==> config.mk <==
export PLATFORM = sky130hd
export DESIGN_NAME = stable_priority_queue
export DESIGN_NICKNAME = d
export VERILOG_FILES = /design/src/spq_pkg.sv /design/src/spq_mem.sv /design/src/spq_ctrl.sv /design/src/stable_priority_queue.sv
export VERILOG_INCLUDE_DIRS = /design/src /design/src/src
export SDC_FILE = /design/constraint.sdc
export NUM_CORES = 1
export LEC_CHECK = 0
export ABC_CLOCK_PERIOD_IN_PS = 3400
export BUFFER_PORTS_ARGS = -buffer_cell sky130_fd_sc_hd__buf_2
export CORE_MARGIN = 8
export CORE_UTILIZATION = 60
export CTS_CLUSTER_SIZE = 16
export DETAILED_ROUTE_END_ITERATION = 6
export PLACE_DENSITY = 0.77
export SLEW_MARGIN = 20
export SYNTH_ARGS = -nofsm -noshare
export SYNTH_HDL_FRONTEND = slang
export SYNTH_SLANG_ARGS = --single-unit
==> constraint.sdc <==
create_clock -name clk -period 3.4 [get_ports clk]
set_input_delay 0.34 -clock clk [delete_from_list [all_inputs] [get_ports clk]]
set_output_delay 0.34 -clock clk [all_outputs]
set_load 0.02 [all_outputs]
==> src/assert_macros.svh <==
// Assertion helpers for the queue RTL.
`ifndef ASSERT_MACROS_SVH
`define ASSERT_MACROS_SVH

`ifndef SYNTH

`define SPQ_ASSERT(lbl, prop, msg) \
  lbl: assert property (@(posedge clk) disable iff (!rst_n) prop) else $error(msg);

`define SPQ_ASSERT_IMPL(lbl, pre, post, msg) \
  `SPQ_ASSERT(lbl, (pre) |-> (post), msg)

`define SPQ_ASSERT_NEXT(lbl, pre, post, msg) \
  `SPQ_ASSERT(lbl, (pre) |=> (post), msg)

`else

`define SPQ_ASSERT(lbl, prop, msg)

`define SPQ_ASSERT_IMPL(lbl, pre, post, msg)

`define SPQ_ASSERT_NEXT(lbl, pre, post, msg)

`endif

`endif

==> src/spq_pkg.sv <==
package spq_pkg;

  localparam int PRIO_W       = 4;
  localparam int DEPTH_DEF    = 16;
  localparam int TAG_BITS_DEF = 16;

  localparam logic FUNC_ENQ = 1'b0;
  localparam logic FUNC_DEQ = 1'b1;

  typedef enum logic [1:0] {
    STAT_ENQ   = 2'd0,
    STAT_DEQ   = 2'd1,
    STAT_EMPTY = 2'd2,
    STAT_FULL  = 2'd3
  } status_t;

  typedef enum logic [1:0] {
    ST_IDLE,
    ST_ENQ,
    ST_DEQ,
    ST_DONE
  } state_t;

endpackage

==> src/spq_mem.sv <==
module spq_mem
  import spq_pkg::*;
#(
  parameter int DEPTH = DEPTH_DEF,
  parameter int WIDTH = PRIO_W + TAG_BITS_DEF,
  localparam int AW = $clog2(DEPTH)
) (
  input  logic             clk,
  input  logic             we,
  input  logic [AW-1:0]    waddr,
  input  logic [WIDTH-1:0] wdata,
  input  logic [AW-1:0]    raddr,
  output logic [WIDTH-1:0] rdata
);

  logic [WIDTH-1:0] mem [DEPTH];
  logic [WIDTH-1:0] rdata_r;

  always_ff @(posedge clk) begin
    if (we) begin
      mem[waddr] <= wdata;
    end
  end

  always_ff @(posedge clk) begin
    rdata_r <= mem[raddr];
  end

  assign rdata = rdata_r;

endmodule

==> src/spq_ctrl.sv <==
module spq_ctrl
  import spq_pkg::*;
#(
  parameter int DEPTH    = DEPTH_DEF,
  parameter int TAG_BITS = TAG_BITS_DEF,
  localparam int IDX_W = $clog2(DEPTH),
  localparam int CNT_W = $clog2(DEPTH + 1),
  localparam int ENT_W = PRIO_W + TAG_BITS
) (
  input  logic                clk,
  input  logic                rst_n,
  input  logic                in_valid,
  output logic                in_ready,
  input  logic                in_func,
  input  logic [PRIO_W-1:0]   in_priority_req,
  input  logic [TAG_BITS-1:0] in_tag,
  output logic                mem_we,
  output logic [IDX_W-1:0]    mem_waddr,
  output logic [ENT_W-1:0]    mem_wdata,
  output logic [IDX_W-1:0]    mem_raddr,
  input  logic [ENT_W-1:0]    mem_rdata,
  output logic                res_valid,
  input  logic                res_ready,
  output status_t             res_status,
  output logic [PRIO_W-1:0]   res_priority,
  output logic [TAG_BITS-1:0] res_tag,
  output logic [CNT_W-1:0]    res_occupancy
);

  state_t              state_r, state_nxt;
  logic [IDX_W-1:0]    head_r, head_nxt;
  logic [CNT_W-1:0]    cnt_r, cnt_nxt;
  logic [IDX_W-1:0]    idx_r, idx_nxt;
  logic [PRIO_W-1:0]   prio_r, prio_nxt;
  logic [TAG_BITS-1:0] tag_r, tag_nxt;
  status_t             status_r, status_nxt;
  logic [PRIO_W-1:0]   res_prio_r, res_prio_nxt;
  logic [TAG_BITS-1:0] res_tag_r, res_tag_nxt;

  logic                full;
  logic                empty;
  logic [CNT_W-1:0]    cnt_m1;
  logic [PRIO_W-1:0]   rd_prio;
  logic                stop;

  function automatic logic [IDX_W-1:0] phys_addr(input logic [IDX_W-1:0] base,
                                                 input logic [IDX_W-1:0] off);
    logic [IDX_W:0] s;
    s = {1'b0, base} + {1'b0, off};
    if (s >= (IDX_W + 1)'(DEPTH)) begin
      s = s - (IDX_W + 1)'(DEPTH);
    end
    return s[IDX_W-1:0];
  endfunction

  assign full    = (cnt_r == CNT_W'(DEPTH));
  assign empty   = (cnt_r == '0);
  assign cnt_m1  = cnt_r - CNT_W'(1);
  assign rd_prio = mem_rdata[TAG_BITS +: PRIO_W];
  assign stop    = (idx_r == '0) || (rd_prio >= prio_r);

  always_comb begin
    state_nxt = state_r;
    unique case (state_r)
      ST_IDLE: begin
        if (in_valid) begin
          if (in_func == FUNC_DEQ) begin
            state_nxt = empty ? ST_DONE : ST_DEQ;
          end else begin
            state_nxt = full ? ST_DONE : ST_ENQ;
          end
        end
      end
      ST_ENQ: begin
        if (stop) begin
          state_nxt = ST_DONE;
        end
      end
      ST_DEQ: begin
        state_nxt = ST_DONE;
      end
      ST_DONE: begin
        if (res_ready) begin
          state_nxt = ST_IDLE;
        end
      end
      default: begin
        state_nxt = ST_IDLE;
      end
    endcase
  end

  always_comb begin
    in_ready     = 1'b0;
    res_valid    = 1'b0;
    mem_we       = 1'b0;
    mem_waddr    = phys_addr(head_r, idx_r);
    mem_wdata    = {prio_r, tag_r};
    mem_raddr    = head_r;
    head_nxt     = head_r;
    cnt_nxt      = cnt_r;
    idx_nxt      = idx_r;
    prio_nxt     = prio_r;
    tag_nxt      = tag_r;
    status_nxt   = status_r;
    res_prio_nxt = res_prio_r;
    res_tag_nxt  = res_tag_r;
    unique case (state_r)
      ST_IDLE: begin
        in_ready = 1'b1;
        if ((in_func == FUNC_ENQ) && !empty) begin
          mem_raddr = phys_addr(head_r, cnt_m1[IDX_W-1:0]);
        end
        if (in_valid) begin
          prio_nxt     = in_priority_req;
          tag_nxt      = in_tag;
          idx_nxt      = cnt_r[IDX_W-1:0];
          res_prio_nxt = '0;
          res_tag_nxt  = '0;
          if (in_func == FUNC_DEQ) begin
            status_nxt = empty ? STAT_EMPTY : STAT_DEQ;
          end else begin
            status_nxt = full ? STAT_FULL : STAT_ENQ;
          end
        end
      end
      ST_ENQ: begin
        mem_we = 1'b1;
        if (stop) begin
          mem_wdata = {prio_r, tag_r};
          cnt_nxt   = cnt_r + CNT_W'(1);
        end else begin
          mem_wdata = mem_rdata;
          idx_nxt   = idx_r - IDX_W'(1);
          if ({1'b0, idx_r} >= (IDX_W + 1)'(2)) begin
            mem_raddr = phys_addr(head_r, idx_r - IDX_W'(2));
          end
        end
      end
      ST_DEQ: begin
        res_prio_nxt = rd_prio;
        res_tag_nxt  = mem_rdata[TAG_BITS-1:0];
        head_nxt     = phys_addr(head_r, IDX_W'(1));
        cnt_nxt      = cnt_m1;
      end
      ST_DONE: begin
        res_valid = 1'b1;
      end
      default: begin
        in_ready = 1'b0;
      end
    endcase
  end

  always_ff @(posedge clk) begin
    if (!rst_n) begin
      state_r <= ST_IDLE;
      head_r  <= '0;
      cnt_r   <= '0;
    end else begin
      state_r <= state_nxt;
      head_r  <= head_nxt;
      cnt_r   <= cnt_nxt;
    end
  end

  always_ff @(posedge clk) begin
    idx_r      <= idx_nxt;
    prio_r     <= prio_nxt;
    tag_r      <= tag_nxt;
    status_r   <= status_nxt;
    res_prio_r <= res_prio_nxt;
    res_tag_r  <= res_tag_nxt;
  end

  assign res_status    = status_r;
  assign res_priority  = res_prio_r;
  assign res_tag       = res_tag_r;
  assign res_occupancy = cnt_r;

endmodule

==> src/stable_priority_queue.sv <==
// Flow: a dequeue goes through ST_DEQ, which takes the head entry, and an enqueue through
// ST_ENQ, which shifts s entries (s up to DEPTH - 1) before it writes; an empty dequeue or
// a full enqueue goes straight to ST_DONE. Results wait in ST_DONE for the output register.
// Throughput: one request at a time; the entry memory moves one entry per cycle.
// Reset: synchronous, active low; clears count, head pointer and control only, the
// entry memory is not cleared and there is no clearing pass.
`include "assert_macros.svh"

module stable_priority_queue
  import spq_pkg::*;
#(
  parameter int DEPTH    = DEPTH_DEF,
  parameter int TAG_BITS = TAG_BITS_DEF,
  localparam int IDX_W = $clog2(DEPTH),
  localparam int CNT_W = $clog2(DEPTH + 1),
  localparam int ENT_W = PRIO_W + TAG_BITS
) (
  input  logic                clk,
  input  logic                rst_n,
  input  logic                in_valid,
  output logic                in_ready,
  input  logic                in_func,
  input  logic [PRIO_W-1:0]   in_priority_req,
  input  logic [TAG_BITS-1:0] in_tag,
  output logic                out_valid,
  input  logic                out_ready,
  output logic [1:0]          out_status,
  output logic [PRIO_W-1:0]   out_priority,
  output logic [TAG_BITS-1:0] out_tag,
  output logic [CNT_W-1:0]    out_occupancy
);

  logic                mem_we;
  logic [IDX_W-1:0]    mem_waddr;
  logic [ENT_W-1:0]    mem_wdata;
  logic [IDX_W-1:0]    mem_raddr;
  logic [ENT_W-1:0]    mem_rdata;

  logic                res_valid;
  logic                res_ready;
  status_t             res_status;
  logic [PRIO_W-1:0]   res_priority;
  logic [TAG_BITS-1:0] res_tag;
  logic [CNT_W-1:0]    res_occupancy;

  logic                out_valid_r, out_valid_nxt;
  logic [1:0]          out_status_r;
  logic [PRIO_W-1:0]   out_prio_r;
  logic [TAG_BITS-1:0] out_tag_r;
  logic [CNT_W-1:0]    out_occ_r;

  logic                out_is_full;
  logic                out_is_empty;

  spq_ctrl #(
    .DEPTH    (DEPTH),
    .TAG_BITS (TAG_BITS)
  ) u_ctrl (
    .clk             (clk),
    .rst_n           (rst_n),
    .in_valid        (in_valid),
    .in_ready        (in_ready),
    .in_func         (in_func),
    .in_priority_req (in_priority_req),
    .in_tag          (in_tag),
    .mem_we          (mem_we),
    .mem_waddr       (mem_waddr),
    .mem_wdata       (mem_wdata),
    .mem_raddr       (mem_raddr),
    .mem_rdata       (mem_rdata),
    .res_valid       (res_valid),
    .res_ready       (res_ready),
    .res_status      (res_status),
    .res_priority    (res_priority),
    .res_tag         (res_tag),
    .res_occupancy   (res_occupancy)
  );

  spq_mem #(
    .DEPTH (DEPTH),
    .WIDTH (ENT_W)
  ) u_mem (
    .clk   (clk),
    .we    (mem_we),
    .waddr (mem_waddr),
    .wdata (mem_wdata),
    .raddr (mem_raddr),
    .rdata (mem_rdata)
  );

  assign res_ready = !out_valid_r || out_ready;

  always_comb begin
    out_valid_nxt = out_valid_r;
    priority if (res_valid && res_ready) begin
      out_valid_nxt = 1'b1;
    end else if (out_ready) begin
      out_valid_nxt = 1'b0;
    end
  end

  always_ff @(posedge clk) begin
    if (!rst_n) begin
      out_valid_r <= 1'b0;
    end else begin
      out_valid_r <= out_valid_nxt;
    end
  end

  always_ff @(posedge clk) begin
    if (res_valid && res_ready) begin
      out_status_r <= res_status;
      out_prio_r   <= res_priority;
      out_tag_r    <= res_tag;
      out_occ_r    <= res_occupancy;
    end
  end

  assign out_valid     = out_valid_r;
  assign out_status    = out_status_r;
  assign out_priority  = out_prio_r;
  assign out_tag       = out_tag_r;
  assign out_occupancy = out_occ_r;

  assign out_is_full  = out_valid && (out_status == STAT_FULL);
  assign out_is_empty = out_valid && (out_status == STAT_EMPTY);

  `SPQ_ASSERT_NEXT(a_one_in_flight, in_valid && in_ready, !in_ready, "request accepted while busy")
  `SPQ_ASSERT_NEXT(a_res_held, res_valid && !res_ready, res_valid, "pending result was lost")
  `SPQ_ASSERT_IMPL(a_occ_bound, out_valid, out_occupancy <= CNT_W'(DEPTH), "occupancy over depth")
  `SPQ_ASSERT_IMPL(a_full_occ, out_is_full, out_occupancy == CNT_W'(DEPTH), "full with room left")
  `SPQ_ASSERT_IMPL(a_empty_occ, out_is_empty, out_occupancy == '0, "empty with entries held")

endmodule

# --- Word level (Yosys, flattened, before mapping) ---
# Memories as Yosys holds them, arrays and structs flattened. A register that Yosys moved wholly into a read port is not among the register bits.
# Index checks and enable logic that the tools add are counted.
word_totals:
  ram_bits: 320
  wordCells: 96
  regBits: 85
  out_inout_bits: 29
  inputBits: 25
  memories: 1
memory_table:
  columns: ["name", "depth", "word_bits", "read_ports", "rd_ports_with_merged_regs", "wr", "line", "text"]
  rows:
  - ["u_mem.mem", 16, 20, 1, 1, 1, "spq_mem.sv:16", "logic [WIDTH-1:0] mem [DEPTH];"]
classes:
  reduce_logical: 18
  n_mux: 36
  n_addsub: 12
  n_bitwise: 1
  eq_ne: 8
  n_lt_le_gt_ge: 6
op_table:
  columns: ["operator", "n"]
  rows:
  - ["$mux 20", 2]
  - ["$mux 4", 10]
  - ["$pmux 16 s2", 1]
  - ["$pmux 4 s2", 3]
  - ["$ge 5x5->1 const B", 4]
  - ["$sub 4x1->4 const B", 5]
  - ["$mux 16", 1]
  - ["$mux 2", 8]
  - ["$add 4x4->5", 3]
  - ["$pmux 5 s2", 1]
  - ["$mux 1", 8]
  - ["$pmux 2 s4", 1]
  - ["$reduce_bool 2->1", 4]
  - ["$ne 2x2->1 const B", 3]
  - ["$reduce_and 2->1", 3]
  - ["$reduce_and 3->1", 2]
  - ["$add 4x1->5 const B", 1]
  - ["$add 5x1->5 const B", 1]
  - ["$eq 5x5->1 const B", 1]
  - ["$logic_not 5->1", 1]
  - ["$mux 5", 1]
  - ["$sub 5x1->5 const B", 1]
  - ["$eq 2x2->1 const B", 2]
  - ["$ge 4x2->1 const B", 1]
  - ["10 further kinds", 13]

# --- Longest topological paths before layout ---
# Gate-level depths: netlist of the first run.
depth:
  ltp_word: 7
  depth_mapped: 14
  ltp_nobuf: 12

# --- Hierarchy ---
# From an unflattened synthesis of the first run, not the netlist that was laid out.
unflattened:
  cells_unflattened: 875
  area_unflattened_um2: 16588.4
modules_own_cells:
  columns: ["mod", "seq_area_each_um2", "n_inst", "cells_per_inst", "area_each_um2"]
  rows:
  - ["spq_mem", 10009.6, 1, 533, 12530.8]
  - ["spq_ctrl", 1601.5, 1, 310, 3189.3]
  - ["stable_priority_queue", 830.8, 1, 32, 868.3]

# --- Worst setup path before layout of the first run ---
# No wires, ideal clock.
synth_timing:
  path_kind: "flip-flop to flip-flop"
  from: "register u_ctrl.idx_r[0]"
  to: "memory u_mem.mem[2][0] (netlist name), enable pin"
  setup_slack_ns: 0.539
  stages_incl_launch_ff: 6
  required_time_ns: 3.003
  path_buffers: 0
  arrival_time_ns: 2.465
  setup_ns: 0.397
  path_cell_list: "edfxtp_1 > ha_1 > inv_1 > fa_1 > or3_1 > nor2_1"
synth_between:
  elab_chain_cells: 3
  word_cells_on_any_way: 4
synth_rtl:
  columns: ["element", "line", "text"]
  rows:
  - ["start: declaration", "spq_ctrl.sv:33", "logic [IDX_W-1:0] idx_r, idx_nxt;"]
  - ["start signal: assignment", "spq_ctrl.sv:168", "idx_r <= idx_nxt;"]
  - ["$add 4x4->5 *", "spq_ctrl.sv:49", "s = {1'b0, base} + {1'b0, off};"]
  - ["$sub 4x1->4 / $ge 5x5->1 (equally long branches)", "spq_ctrl.sv:51, spq_ctrl.sv:50", null]
  - ["$mux 4 *", "spq_ctrl.sv:50", "if (s >= (IDX_W + 1)'(DEPTH)) begin"]
  - ["end: declaration", "spq_mem.sv:16", null]
# Every way passes the cells marked *; elsewhere a longest branch is shown, timed or not.

# --- Worst setup path in the final report of the first run ---
layout_timing:
  from: "register u_mem.rdata_r[16] (netlist: u_mem.rdata[16]) (read register of u_mem.mem)"
  to: "register u_mem.rdata_r[11] (netlist: u_mem.rdata[11]) (read register of u_mem.mem)"
layout_between:
  elab_chain_cells: 4
layout_rtl:
  columns: ["element", "line", "text"]
  rows:
  - ["start: declaration", "spq_mem.sv:17", "logic [WIDTH-1:0] rdata_r;"]
  - ["$ge 4x4->1", "spq_ctrl.sv:60", "assign stop = (idx_r == '0) || (rd_prio >= prio_r);"]
  - ["$logic_or 1x1->1", "spq_ctrl.sv:60", null]
  - ["$mux 4", "spq_ctrl.sv:129", "if (stop) begin"]
  - ["$pmux 4 s2", "spq_ctrl.sv:108", "unique case (state_r)"]
# No other way between the ends.
# A chain may end at the register's enable or synchronous reset.

==> results of run 1 <==
-- kinds of logic after synthesis --
kind of cell	after synthesis
and+or+nand+nor	315
DFF	425
muxes	82
AOI/OAI and AO/OA	199
adders and majority gates	28
xor gates and xnor gates	21
buffers and inverters	82
-- worst paths after layout --
kind	endpoint
worst min register to register	out_tag[9]
worst min-delay path	out_valid
worst max register to register	u_mem.rdata[11]
worst max-delay path	u_mem.rdata[11]
-- cells in the final DEF, fill, tap and decap left out, drive strengths merged, types with 5 or more instances in the layout --
cell type and instances:
edfxtp 393, nand2 178, buf 99, a21oi 90, clkbuf 56, mux2i 45, and3 40, a22oi 39
mux2 37, dfxtp 32, and2 31, nor2 28, ha 25, a221o 22, inv 21, o32ai 20
dlygate4sd3 20, clkinv 15, nand3 13, xnor2 12, xor2 9, o21ai 8, nor2b 7, a21o 5
-- layer usage --
layer / vias to the layer above / share of wire, %
met5: - / 0
met1: 5007 / 40
met2: 531 / 48
met4: 0 / 2.8
li1: 4533 / -
met3: 88 / 9.3
-- state kept, by name, indices dropped and copies added (netlist names), 5 cells and up --
name,flops
out_occupancy,5
out_tag,16
u_ctrl.res_occupancy,5
u_ctrl.res_tag,16
u_ctrl.tag_r,16
u_mem.mem,320
u_mem.rdata,20
-- cell type report --
class / instances / area [um2] / share of cell area, %
multi-input combinational: 645 / 4390 / 22.5
clock buffer: 56 / 1090 / 5.59
sequential: 425 / 12400 / 63.7
clock inverter: 18 / 97.6 / 0.500
tap: 384 / 480 / 2.46
inverter: 19 / 71.3 / 0.365
timing repair buffer: 119 / 961 / 4.92
-- timing repair --
| action | in CTS | in global routing |
|---|---|---|
| setup endpoints to repair | 0 | 12 |
| buffers inserted | 0 | 1 |
| hold buffers | 20 | 0 |
| gates resized for setup | 0 | 1 |
| hold endpoints to repair | 20 | 0 |
-- per-stage QoR --
step	instance area [um2]	util (%)	hold WS [ns]
6_report	19500	68.6	0.147
5_1_grt	19500	68.6	0.159
4_1_cts	19500	68.6	0.143
3_5_place_dp	18100	63.7	0.405
3_3_place_gp	18100	63.7	0.400
2_1_floorplan	17200	-	0.400
-- worst register-to-register path: stages, from the launching register on --
cell and delay, ns:
dfxtp_1 0.41, inv_1 0.07, ha_1 0.28, nand2b_1 0.18, a41o_1 0.31, o21ai_0 0.41
and3_4 0.37, buf_12 0.27, mux2i_1 0.27, mux2_2 0.17, o32ai_1 0.08, a221o_1 0.27
-- power by group --
part	total (uW)	internal, uW	switching, uW	leakage [uW]
registers	7390	7040	352	0.00384
clock network	4060	2260	1810	0.000585
logic	7990	3040	4950	0.00264
==> summary.txt, run 1 <==
Worst setup path
  • Worst-path cell chain: inv_1 > ha_1 > nand2b_1 > a41o_1 > o21ai_0 > and3_4 > buf_12 > mux2i_1 > mux2_2 > o32ai_1 > a221o_1
  • Worst Reg-to-Reg Cells: 11
  • Crit path from: u_mem.rdata[16]
  • Critical path buffers and inverters: 2
  • Critical Path Stages: 11
  • Crit Path Class: reg2reg
  • CP max stage delay: 0.41 ns
  • Family with the most delay on the worst path: compound AO/OA/AOI/OAI gates
  • CP Capture Type: flip-flop
  • Startpoint Class: flip-flop
  • Slowest cell on crit path: dfxtp_1
  • CP max FO: 47
  • CP arrival: 3.61 ns
  • WP data required: 3.81 ns
  • Flop2flop setup slack: 0.19 ns
  • Worst r2r src: u_mem.rdata[16]

Hold path
  • Min-Delay Path Class: in2reg
  • Worst hold stages: 2
  • Hold Crit Start: rst_n

Timing
  • Slew HR: 61.2%
  • Max Transition Viols Final: 0
  • Worst Tran Pin Value: 0.583 ns
  • Final WS setup: 0.194 ns
  • Tmin final: 3.21 ns
  • RSZ-0062 raised after global routing: no
  • Worst Skew: 0.00616 ns
  • Fmax: 312 MHz
  • TNS Setup: 0 ns
  • Count of final hold-check violations: 0
  • Setup violators final: 0
  • Crit share post-route: 94.3%

GRT
  • Vias in the first global route: 9872
  • Busiest layer in global routing: met2
  • Met2 Use GR: 36.7%
  • Largest net degree at the start of global routing: 73
  • First-pass GRT wire length: 58.1 mm
  • Initial antenna violation count: 0
  • GR Util All Layers: 22.6%
  • GR Util met3: 3.65%
  • Met1 GRT Util: 31.2%
  • GRT overflow: 0

CTS
  • CTS tree: yes
  • Root Buffer: clkbuf_16
  • Worst skew pair latency: 0.53 ns
  • Htree depth: 2
  • Clk slew on worst S/H paths: 0.06 ns
  • Cts bufs inserted: 41
  • Clk sinks: 425
  • Clk buf depth: 3

Floorplan
  • Die Y: 185 um
  • Die Span X: 185 um
  • Ports: 54
  • Initial Util: 60.3%
  • Placement row count: 62
  • Core area: 28500 um2
  • Die Area: 34300 um2

Route
  • Vias/cell: 6.10
  • Final ANT Viol Nets: 0
  • Via count: 10159
  • Drt pass-1 iters: 5
  • Drt total wl: 38.5 mm
  • Drt drc: 0
  • Initial DRC Count: 1358
  • Post-DR wirelength/cell: 23.1 um

Synthesis
  • Mapped Nets: 1205
  • Seq/Total Area, Yosys: 72.5%
  • Count leader, synth: edfxtp_1
  • Top post-synthesis cells by count: 393 x edfxtp_1, 178 x nand2_1, 73 x a21oi_1
  • Post-synthesis mux area share: 5.05%
  • Adder-Cell Fraction of Synth Area: 2.17%
  • Largest area contributor in the netlist: edfxtp_1
  • Main synth FF type: edfxtp_1
  • Simple-gate portion of the synthesized area: 8.42%
  • Share of the synthesized area in the top cell type: 68.7%
  • Largest family of logic cells by synthesized area: simple AND/OR/NAND/NOR gates
  • Number of synthesized flops with an enable pin: 393
  • Synth top area cells: edfxtp_1 69%, nand2_1 3.9%, dfxtp_1 3.7%
  • Warnings, synthesis: 0
  • Post-synthesis compound-gate area fraction: 8.32%
  • Synth async-reset ratio: 0%
  • Synth Register Bits: 425
  • Post-synth cell types: 52
  • Synthesized instance count: 1152
  • Post-Syn Area: 17200 um2
  • XOR/XNOR Fraction of Synth Area: 1.07%
  • Syn Area/Cell: 14.9 um2

Flow run
  • Max cap viols: 0

Layout
  • Antenna diodes: 0
  • Layout fillers: 1794
  • Area Overhead vs Synth: 13.8%
  • Layout Cells excl Fill: 1666
  • Final net count: 1304
  • Share of cells above drive strength 1: 17.9%

Placed design
  • Dpl cells: 1571
  • DP Wirelength: 21.7 mm
  • Pre-CTS setup slack: 0.238 ns
  • Placer Congestion: 0.822
  • I/O Buffers: 53

Pwr
  • Tot Pwr: 19400 uW
  • Leakage: 0.00707 uW
  • Power per cell area: 996 nW/um2
  • VDD IR max: 0.716 mV

Outcome
  • Outcome: finished, final reports clean
Note: power is estimated with default switching activity, not from simulation.
==> run 2, diff against run 1 <==
ABC_AREA = 1   (was unset)
==> run 2 against run 1 <==
Cell count up 17%. Wire length up 12%. Area after synthesis rose by 2.5%. Global-route usage increased by 1.6 points. Clock skew up 0.018 ns. Count of clock-buffer cells in the layout decreased by 3. Critical path type unchanged.
==> summary.txt, run 2 <==
GRT
  • Largest net degree at the start of global routing: 161 (was 73)
  • First-pass GRT wire length: 66.6 mm (was 58.1 mm)
  • Vias in the first global route: 11621 (was 9872)
  • GR Util All Layers: 24.2% (was 22.6%)
  • Initial antenna violation count: 0 (unchanged)
  • GRT overflow: 0 (unchanged)

CTS
  • Htree depth: 2 (unchanged)
  • Worst skew pair latency: 0.54 ns (was 0.53 ns)
  • Post_cts resized: 0 (unchanged)
  • Clk slew on worst S/H paths: 0.06 ns (about the same)
  • Cts bufs inserted: 41 (unchanged)
  • Clk sinks: 425 (unchanged)
  • Clk buf depth: 3 (unchanged)
  • CTS tree: yes (unchanged)
  • Root Buffer: clkbuf_16 (unchanged)

Layout
  • Util after Layout: 69.2% (was 68.6%)
  • Layout Cells excl Fill: 1953 (was 1666)
  • Antenna diodes: 0 (unchanged)
  • Final net count: 1591 (was 1304)
  • Max reg flops: 320 (unchanged)
  • Share of cells above drive strength 1: 13.1% (was 17.9%)
  • Biggest register: u_mem.mem (unchanged)
  • Area Overhead vs Synth: 13.1% (was 13.8%)
  • Most frequent cells in the layout: 415 x nand3_1, 393 x edfxtp_1, 325 x nand2_1 (was 393 x edfxtp_1, 178 x nand2_1, 73 x a21oi_1)
  • Commonest non-fill, non-tap cell in the layout: nand3_1 (was edfxtp_1)

Timing
  • RSZ-0062 raised after global routing: no (unchanged)
  • Fmax: 324 MHz (was 312 MHz)
  • Tmin final: 3.09 ns (was 3.21 ns)
  • Crit share post-route: 90.7% (was 94.3%)
  • Max Transition Viols Final: 0 (unchanged)
  • Setup violators final: 0 (unchanged)
  • TNS Setup: 0 ns (unchanged)
  • Worst Tran Pin Value: 1.03 ns (was 0.583 ns)
  • Slew HR: 31.6% (was 61.2%)
  • Worst Skew: 0.0242 ns (was 0.00616 ns)
  • Count of final hold-check violations: 0 (unchanged)

Route
  • Initial DRC Count: 1457 (was 1358)
  • Drt drc: 0 (unchanged)
  • Post-DR wirelength/cell: 22.0 um (was 23.1 um)
  • Via count: 11979 (was 10159)
  • Final ANT Viol Nets: 0 (unchanged)
  • Vias/cell: 6.13 (was 6.10)
  • Drt pass-1 iters: 5 (unchanged)
  • Drt total wl: 43.0 mm (was 38.5 mm)

Synthesis
  • Synthesized instance count: 1473 (was 1152)
  • Largest area contributor in the netlist: edfxtp_1 (unchanged)
  • Post-synthesis compound-gate area fraction: 1.86% (was 8.32%)
  • Largest family of logic cells by synthesized area: simple AND/OR/NAND/NOR gates (unchanged)
  • Synth async-reset ratio: 0% (unchanged)
  • Share of the synthesized area in the top cell type: 67.1% (was 68.7%)
  • Count leader, synth: nand3_1 (was edfxtp_1)
  • Post-Syn Area: 17600 um2 (was 17200 um2)
  • Seq/Total Area, Yosys: 70.7% (was 72.5%)
  • Post-synth cell types: 37 (was 52)
  • Synth Register Bits: 425 (unchanged)
  • Adder-Cell Fraction of Synth Area: 2.12% (was 2.17%)
  • Syn Area/Cell: 11.9 um2 (was 14.9 um2)
  • Number of synthesized flops with an enable pin: 393 (unchanged)
  • Top post-synthesis cells by count: 415 x nand3_1, 393 x edfxtp_1, 325 x nand2_1 (was 393 x edfxtp_1, 178 x nand2_1, 73 x a21oi_1)
  • Synth top area cells: edfxtp_1 67%, nand3_1 12%, nand2_1 6.9% (was edfxtp_1 69%, nand2_1 3.9%, dfxtp_1 3.7%)
  • Warnings, synthesis: 0 (unchanged)
  • Mapped Nets: 1526 (was 1205)
  • Post-synthesis mux area share: 1.02% (was 5.05%)
  • Main synth FF type: edfxtp_1 (unchanged)
  • XOR/XNOR Fraction of Synth Area: 0.697% (was 1.07%)
  • Simple-gate portion of the synthesized area: 19.9% (was 8.42%)

Worst setup path
  • CP Capture Type: flip-flop (unchanged)
  • Startpoint Class: flip-flop (unchanged)
  • WP data required: 3.86 ns (was 3.81 ns)
  • CP max FO: 42 (was 47)
  • CP arrival: 3.55 ns (was 3.61 ns)
  • Crit Path Class: reg2reg (unchanged)
  • Worst Reg-to-Reg Cells: 15 (was 11)

Placed design
  • DP Wirelength: 23.6 mm (was 21.7 mm)
  • I/O Buffers: 53 (unchanged)
  • Placer Congestion: 0.812 (was 0.822)
  • Dpl cells: 1864 (was 1571)

Floorplan
  • Ports: 54 (unchanged)
  • Die Y: 187 um (was 185 um)
  • Placement row count: 62 (unchanged)
  • Die Span X: 187 um (was 185 um)
  • Initial Util: 61.1% (was 60.3%)
  • Core area: 28800 um2 (was 28500 um2)
  • Die Area: 35100 um2 (was 34300 um2)

Flow run
  • Max cap viols: 0 (unchanged)

Hold path
  • Worst hold stages: 1 (was 2)
  • Min-Delay Path Class: in2reg (unchanged)

Outcome
  • Outcome: finished, final reports clean (unchanged)
[run 2: repair_timing]
| item | CTS | global route |
|---|---|---|
| hold endpoints to repair | 15 | 0 |
| buffers inserted | 0 | 0 |
| hold buffers | 15 | 0 |
[run 2: critical path, cell delays in order (launching register included)]
cell and delay, ns:
dfxtp_1 0.33, inv_1 0.12, ha_1 0.45, nor2_1 0.18, inv_1 0.21, nand2_1 0.09, nor2_2 0.13, nand2_4 0.21
nand2_4 0.44, buf_12 0.28, nand2_1 0.08, nand3_1 0.08, nand3_1 0.10, nand2_1 0.09, nand2_1 0.05, nand2_1 0.13
[run 2: metrics by stage]
stage / worst slack (ns) / hold slack, ns / cell area (um2)
floorplan: 0.522 / 0.400 / 17600
global placement: 0.435 / 0.401 / 18400
detailed placement: 0.374 / 0.405 / 18400
CTS: 0.357 / 0.00780 / 19900
global route: 0.0954 / 0.00299 / 19900
finish: 0.315 / 0.0162 / 19900
[run 2: routing by layer]
metal	global-route usage [%]	wire, um	up-vias
met2	40.2	20800	743
met4	9.07	1440	0
li1	-	-	5368
met3	5.35	4550	120
met1	31.0	16300	5748
met5	0	0	-
[run 2: area by class of cell]
cell class / count / area (um2)
clock buffers: 53 / 1130
fillers: 1879 / 8870
inverters: 66 / 248
clock inverters: 21 / 211
multi-input cells: 894 / 4570
flip-flops and latches: 425 / 12400
well taps: 384 / 480
repair buffers: 110 / 818
[run 2: worst paths after layout]
| check | end | slack, ns | startpoint |
|---|---|---|---|
| setup reg to reg | u_mem.rdata[16] | 0.31 | u_ctrl.state_r[1] |
| hold reg to reg | out_tag[0] | 0.42 | u_ctrl.res_tag[0] |
| hold / removal | u_ctrl.tag_r[0] | 0.02 | in_tag[0] |
| setup / recovery | u_mem.rdata[16] | 0.31 | u_ctrl.state_r[1] |
[run 2: kinds of logic (layout without fill, tap and decap cells)]
kind of cell,after synthesis,after routing
muxes,16,16
DFF,425,425
AOI/OAI and AO/OA,56,56
xor gates and xnor gates,14,14
adders and majority gates,28,28
and+or+nand+nor,780,780
buffers and inverters,154,250
Power of run 2 is not shown: default switching activity piles up to over one toggle a cycle in this logic, so the estimate is an artifact.
